[src/rtl/direct_mapped_read_cache_defines.svh]
// Assertion macros of the cache RTL, used by its top level.
`ifndef DIRECT_MAPPED_READ_CACHE_DEFINES_SVH
`define DIRECT_MAPPED_READ_CACHE_DEFINES_SVH

// Checked on every rising clk edge while arst_n is high.
`define DMRC_ASSERT(label, prop, msg) \
	label: assert property (@(posedge clk) disable iff (!arst_n) (prop)) else $error(msg);

// Checked on every rising clk edge, also during reset.
`define DMRC_ASSERT_ALWAYS(label, prop, msg) \
	label: assert property (@(posedge clk) (prop)) else $error(msg);

`endif

[src/rtl/dmrc_pkg.sv]
// Types and constants of the direct-mapped read cache.
`timescale 1ns / 1ps
package dmrc_pkg;

	localparam int ADDR_W = 12;
	localparam int DATA_W = 8;
	localparam int CNT_W  = 32;
	localparam int PEN_W  = 8;

	localparam logic [PEN_W-1:0] MISS_PENALTY_RST = 8'd10;

	localparam logic REQ_LOAD = 1'b0;
	localparam logic REQ_READ = 1'b1;

	typedef struct packed {
		logic              req_type;
		logic [ADDR_W-1:0] addr;
		logic [DATA_W-1:0] wdata;
	} dmrc_req_t;

	typedef struct packed {
		logic [DATA_W-1:0] rdata;
		logic              hit;
		logic [CNT_W-1:0]  miss_count;
		logic [CNT_W-1:0]  elapsed_time;
	} dmrc_rsp_t;

	// Completion of a read, as seen by the statistics counters.
	typedef struct packed {
		logic read_done;
		logic miss;
	} dmrc_evt_t;

endpackage

[src/rtl/dmrc_stats.sv]
// Saturating miss and elapsed-time counters of the cache.
`timescale 1ns / 1ps
module dmrc_stats import dmrc_pkg::*; (
	input  logic             clk,
	input  logic             arst_n,
	input  dmrc_evt_t        evt,
	input  logic [PEN_W-1:0] penalty,
	output logic [CNT_W-1:0] miss_count,
	output logic [CNT_W-1:0] elapsed_time
);

	logic [CNT_W-1:0] misses_q;
	logic [CNT_W-1:0] time_q;
	logic [CNT_W:0]   time_sum;
	logic [PEN_W-1:0] pen_add;

	// Adding 1 and the penalty in one step saturates the same way as two steps.
	assign pen_add  = evt.miss ? penalty : '0;
	assign time_sum = {1'b0, time_q} + (CNT_W+1)'(pen_add) + (CNT_W+1)'(1);

	always_ff @(posedge clk or negedge arst_n) begin
		if (!arst_n) begin
			misses_q <= '0;
			time_q   <= '0;
		end else if (evt.read_done) begin
			time_q <= time_sum[CNT_W] ? '1 : time_sum[CNT_W-1:0];
			if (evt.miss && misses_q != '1) begin
				misses_q <= misses_q + CNT_W'(1);
			end
		end
	end

	assign miss_count   = misses_q;
	assign elapsed_time = time_q;

endmodule
[config.mk]
export PLATFORM = sky130hd
export DESIGN_NAME = dmrc_stats
export DESIGN_NICKNAME = d
export VERILOG_FILES = /design/src/rtl/direct_mapped_read_cache_defines.svh /design/src/rtl/dmrc_pkg.sv /design/src/rtl/dmrc_stats.sv
export SDC_FILE = /design/constraint.sdc
export NUM_CORES = 1
export LEC_CHECK = 0
export BUFFER_PORTS_ARGS = -buffer_cell sky130_fd_sc_hd__buf_2
export CORE_MARGIN = 4
export CORE_UTILIZATION = 50
export DETAILED_ROUTE_END_ITERATION = 10
export PLACE_DENSITY = 0.81
export SLEW_MARGIN = 20
export SYNTH_ARGS = -nofsm -noshare
export SYNTH_HDL_FRONTEND = slang
export SYNTH_SLANG_ARGS = --single-unit
[constraint.sdc]
create_clock -name clk -period 6.5 [get_ports clk]
set_clock_uncertainty 0.2 [all_clocks]
set_input_delay 0.65 -clock clk [delete_from_list [all_inputs] [get_ports clk]]
set_output_delay 0.65 -clock clk [all_outputs]
set_load 0.05 [all_outputs]
==> results of run 1 <==
-- sequential cells by signal, indices dropped and copies added (netlist names) --
name,flops
elapsed_time,32
miss_count,32
-- cell families after synthesis --
group                    after synthesis  synth area share [%]
AO/OA/AOI/OAI                         54                  11.4
XOR/XNOR                              41                  9.94
adder cells (fa/ha/maj)               10                  3.67
buffers and inverters                 15                  1.77
flip-flops                            64                  44.4
multiplexers                           9                  2.74
AND/OR/NAND/NOR                      170                  26.1
-- power by group --
| part | switching, mW | internal (mW) | total (mW) |
|---|---|---|---|
| clock | 0.156 | 0.196 | 0.352 |
| combinational | 0.410 | 0.180 | 0.590 |
| sequential | 0.0810 | 0.458 | 0.539 |
-- path summary, 6_finish.rpt --
kind                       slack, ns                           end                   startpoint
max in group asynchronous       5.29     miss_count[9]$_DFFE_PN0P_                       arst_n
min reg2reg                     0.29    miss_count[16]$_DFFE_PN0P_   miss_count[16]$_DFFE_PN0P_
min in group clk                0.29    miss_count[16]$_DFFE_PN0P_   miss_count[16]$_DFFE_PN0P_
min                             0.28  elapsed_time[29]$_DFFE_PN0P_                       arst_n
max reg2reg                     3.78  elapsed_time[23]$_DFFE_PN0P_  elapsed_time[0]$_DFFE_PN0P_
max                             3.70  elapsed_time[23]$_DFFE_PN0P_                       evt[0]
-- routing by layer --
metal / part of all wire [%] / wire length, um / track usage [%]
met5: 0 / 0 / 0
met4: 1.7 / 149 / 6.47
met3: 7.2 / 618 / 6.52
met2: 49 / 4170 / 34.4
met1: 43 / 3660 / 26.4
-- through the flow --
step	utilization, %	cells	hold WS, ns	total power, mW	worst slack [ns]
after floorplan	-	363	0.154	0.987	3.75
after CTS	62.0	543	0.292	1.49	3.72
after global placement	59.1	528	0.276	1.11	3.45
after global routing	62.0	543	0.326	1.56	3.52
final	62.0	543	0.284	1.48	3.70
after detailed placement	59.1	528	0.280	1.13	3.40
-- layout make-up --
type / instances / area share [%]
tap: 96 / 2.80
clock inverter: 4 / 1.26
inverter: 8 / 0.701
clock buffer: 11 / 3.53
multi-input combinational: 284 / 45.4
timing repair buffer: 76 / 8.93
sequential: 64 / 37.4
-- cells in the final DEF, fill, tap and decap left out, types with 4 or more instances in the layout --
master / Yosys / final
buf_2: 3 / 75
o22a_1: 8 / 8
xor2_1: 25 / 25
clkbuf_8: 0 / 11
dfrtp_1: 64 / 64
mux2_2: 4 / 4
xnor2_1: 16 / 16
nand4_1: 16 / 16
a21oi_1: 12 / 12
or3_1: 4 / 4
nor3_1: 10 / 10
nand3_1: 27 / 27
and3_1: 6 / 6
o31ai_1: 4 / 4
and2_1: 11 / 11
or4_1: 4 / 4
nand2_1: 38 / 38
inv_1: 8 / 8
nor4_1: 9 / 9
and4_1: 7 / 7
ha_1: 9 / 9
o21ai_0: 8 / 8
nor2_1: 17 / 17
-- worst max-delay path, stage by stage --
cell,delay [ns]
buf_2,0.14
and2_1,0.14
ha_1,0.39
nand4_2,0.17
o22ai_1,0.34
o2111ai_2,0.35
nor3_2,0.26
mux2_1,0.37
==> flow_metrics.tcl, run 1 <==
set metrics [dict create \
    setup_viol 0 \
    worstSkewPairLatency_ns 0.35 \
    crit_path_end_kind "flip-flop" \
    worstMarginPinSlew_ns 0.817 \
    finalSetupTns_ns 0 \
    cts_tree "done" \
    clk_pin_slew_ns 0.07 \
    synth-edff-count 0 \
    vdd_drop_max_mv 0.269 \
    ctsHoldBuffers 0 \
    cts_buffer_depth 2 \
    core_region_area_mm2 0.00691 \
    synth_most_common_cell "dfrtp_1" \
    ioPinCount 76 \
    relSlewSlack_pct 45.5 \
    critPathKind "in2reg" \
    status "finished, final reports clean" \
    synth_cell_types 55 \
    max_freq_ghz 0.357 \
    yosysWarningCount 0 \
    hold_viol_final 0 \
    async_flop_share_pct 100 \
    yosys.area.top_type_share_pct 44.4 \
    cts.repair.resized 0 \
    min_period_ns 2.80 \
    critical_path.startpoint_type "input pin" \
    wl_per_cell_um 15.8 \
    root_buffer "clkbuf_8" \
    hp-class "in2async" \
    stdcell_area_mm2 0.00429 \
    synthFlopType "dfrtp_1" \
    synth_area_leaders "dfrtp_1 44%, xor2_1 6.1%, nand2_1 4.0%" \
    portBuffers 75 \
    htreeDepth 3 \
    rsz0062_at_grt "false" \
    syn-num-nets 385 \
    syn2layout_area_growth_pct 18.7 \
    cp.arrival_ns 2.82 \
    rr_worst_depth 9 \
    gp_congestion 0.916 \
    vias 3127 \
    ant_nets 0 \
    wl_mm 8.59 \
    slew_viol_final 0 \
    die_h_um 93.0 \
    cap_violations 0 \
    cts_sinks 64 \
    cts_buffers 9 \
    syn_area_mm2 0.00361 \
    syn_area_per_cell_um2 9.95 \
    first_pass_iters 4 \
    overflow 0 \
    seq_area_mm2 0.00160 \
    num_antenna_cells 0 \
    first_iter_violations 107 \
    vias_per_cell 5.76 \
    fillCellCount 614 \
    powerDensity_mw_per_mm2 346 \
    syn_inst 363 \
    layout-drive-gt1-share_pct 24.8 \
    nets 465 \
    grt_pass1_vias 3095 \
    grt_pass1_wl_mm 14.5 \
    yosysTopAreaCell "dfrtp_1" \
    antenna_found_initial 0 \
    track_usage_pct 20.9 \
    initial_core_util_pct 52.3 \
    worst_ep_required_time_ns 6.52 \
    worstPathMaxFanout 14 \
    synth_seq_area_share_pct 44.4 \
    power.leakage_nw 2.02 \
    placed_area_mm2 0.00408 \
    drc 0 \
    dp_hpwl_mm 6.23 \
    fin_crit_sh_pct 43.0 \
    grt_max_degree 65 \
    ys_ff_latch 64 \
    multi_input_area_mm2 0.00195 \
    die_w_um 93.0 \
    yosys-top-cells-count "64 x dfrtp_1, 38 x nand2_1, 27 x nand3_1, 25 x xor2_1, 17 x nor2_1" \
    row_count 30 \
    cts_setup_buffers 0 \
    die-area_mm2 0.00865 \
]
Note: power is estimated with default switching activity, not from simulation.
==> inputs of run 2 (changes only) <==
Clock period 6.5 ns to 2.82 ns, I/O delays scaled along.
==> run 2 against run 1 <==
Non-clock buffer count grew 5. First-iteration DRC count up 17%. Die area unchanged. Global-route usage fell by 0.15 points. Final area up 0.15%. Clock-buffer cell count is 1 lower. Clock power rose by 89%. Highest routed layer unchanged. Power grew 120%. Largest cell class unchanged. Sequential power up 130%. Flip-flop and latch count unchanged. Combinational power up 130%. Worst setup slack worse by 3.5 ns.
==> flow_metrics.tcl, run 2 (same netlist as run 1, synthesis figures left out) <==
set metrics [dict create \
    status "finished, final reports clean" \
    clk_pin_slew_ns 0.07 \
    crit_chain "inv_1 -> ha_1 -> inv_1 -> fa_1 -> a211oi_2 -> o211ai_2 -> and2_1 -> nand3_1 -> mux2_1" \
    crit_path_end_kind "flip-flop" \
    critPathKind "reg2reg" \
    nets 470 \
    combPwrFrac_pct 41.8 \
    cts_tree "done" \
    worstMarginPinSlew_ns 0.907 \
    grt_max_degree 43 \
    ant_nets 0 \
    antenna_found_initial 0 \
    powerDensity_mw_per_mm2 763 \
    final_common_cell "buf_2" \
    fillCellCount 624 \
    grt_pass1_wl_mm 14.4 \
    layout-drive-gt1-share_pct 25.8 \
    root_buffer "clkbuf_8" \
    min_period_ns 2.63 \
    initial_core_util_pct 52.3 \
    cp.arrival_ns 2.66 \
    power.leakage_nw 2.03 \
    path_common_cell "inv_1" \
    cts_buffer_depth 2 \
    finalSetupTns_ns 0 \
    cts_setup_buffers 0 \
    dp_hpwl_mm 6.41 \
    die_h_um 93.0 \
    slew_viol_final 0 \
    grt_pass1_vias 3091 \
    setup_viol 0 \
    core_region_area_mm2 0.00691 \
    dp_slack_ns 0.0722 \
    relSlewSlack_pct 39.5 \
    worstSkewPairLatency_ns 0.35 \
    first_pass_iters 4 \
    portBuffers 75 \
    critical_path.startpoint_type "flip-flop" \
    max_stage_delay_ns 0.43 \
    p_sw_share_pct 45.4 \
    hold_viol_final 0 \
    vdd_drop_max_mv 0.778 \
    num_antenna_cells 0 \
    cts_sinks 64 \
    wl_per_cell_um 15.5 \
    slowest_stage "fa_1" \
    cap_violations 0 \
    gp_congestion 0.934 \
    first_iter_violations 125 \
    worstPathMaxFanout 7 \
    vias_per_cell 5.67 \
    rsz0062_at_grt "false" \
    timing.hold.ws_ns 0.207 \
    syn2layout_area_growth_pct 18.8 \
    ioPinCount 76 \
    layout_common_cells "75 x buf_2, 64 x dfrtp_1, 37 x nand2_1, 27 x nand3_1, 25 x xor2_1" \
    fin_ws_ns 0.186 \
    worst_ep_required_time_ns 2.85 \
    vias 3112 \
    die_w_um 93.0 \
    hp-class "in2reg" \
    die-area_mm2 0.00865 \
    cts_buffers 9 \
    p_switching_mw 1.49 \
    p_int_mw 1.79 \
    max_freq_ghz 0.380 \
    p_clk_share_pct 20.3 \
    track_usage_pct 20.7 \
    wl_mm 8.49 \
    row_count 30 \
    p_seq_share_pct 38.0 \
    overflow 0 \
    fin_crit_sh_pct 93.4 \
    htreeDepth 3 \
    drc 0 \
]
[run 2: final cells by class]
class                           instances  area, um2  share of cell area (%)
Clock buffer                           10        128                    2.97
Clock inverter                          6       36.3                   0.845
Inverter                                8       30.0                   0.700
Multi-Input combinational cell        284       1950                    45.5
Sequential cell                        64       1600                    37.3
Tap cell                               96        120                    2.80
Timing Repair Buffer                   81        423                    9.85
[run 2: final timing paths]
path	start	to	slack, ns	cells past startpoint
min	evt[1]	elapsed_time[0]$_DFFE_PN0P_	0.21	2
max in group asynchronous	arst_n	miss_count[15]$_DFFE_PN0P_	1.27	3
min in group asynchronous	arst_n	elapsed_time[2]$_DFFE_PN0P_	0.40	2
min reg2reg	miss_count[27]$_DFFE_PN0P_	miss_count[27]$_DFFE_PN0P_	0.29	1
max	elapsed_time[0]$_DFFE_PN0P_	elapsed_time[24]$_DFFE_PN0P_	0.19	9
max reg2reg	elapsed_time[0]$_DFFE_PN0P_	elapsed_time[24]$_DFFE_PN0P_	0.19	9
[run 2: layer usage]
layer / share of wire [%] / track usage [%] / vias to the layer above
met1: 42 / 25.0 / 1489
met3: 7.0 / 5.31 / 23
met2: 49 / 35.0 / 94
met4: 2.4 / 9.04 / 0
met5: 0 / 0 / -
li1: - / - / 1506
[run 2: what timing repair did]
action | in CTS | in global routing
resized for setup | 0 | 2
setup endpoints to repair | 0 | 21
hold buffers | 1 | 0
hold endpoints to repair | 40 | 0
[run 2: power groups by stage]
| stage | Combinational [mW] | Clock (mW) | Sequential, mW |
|---|---|---|---|
| after floorplan | 0.580 | 0 | 1.69 |
| after global placement | 1.32 | 0 | 1.25 |
| after detailed placement | 1.35 | 0 | 1.26 |
| after CTS | 1.36 | 0.687 | 1.24 |
| after global routing | 1.47 | 0.734 | 1.27 |
| final | 1.37 | 0.664 | 1.24 |
[run 2: stage by stage]
| stage | std cells | power [mW] | utilization (%) | area (um2) |
|---|---|---|---|---|
| finish | 549 | 3.28 | 62.1 | 4290 |
| global route | 549 | 3.48 | 62.1 | 4290 |
| CTS | 549 | 3.29 | 62.0 | 4280 |
| detailed placement | 532 | 2.61 | 59.5 | 4110 |
| global placement | 532 | 2.56 | 59.5 | 4110 |
| floorplan | 363 | 2.27 | - | 3610 |
[run 2: worst max-delay path: cells and delay by family, from the launching register on]
family          cells  cell delay (ns)
simple gates        2             0.38
compound gates      2             0.49
flops               1             0.39
mux                 1             0.33
fa+ha+maj           2             0.60
buf+inv             2             0.12
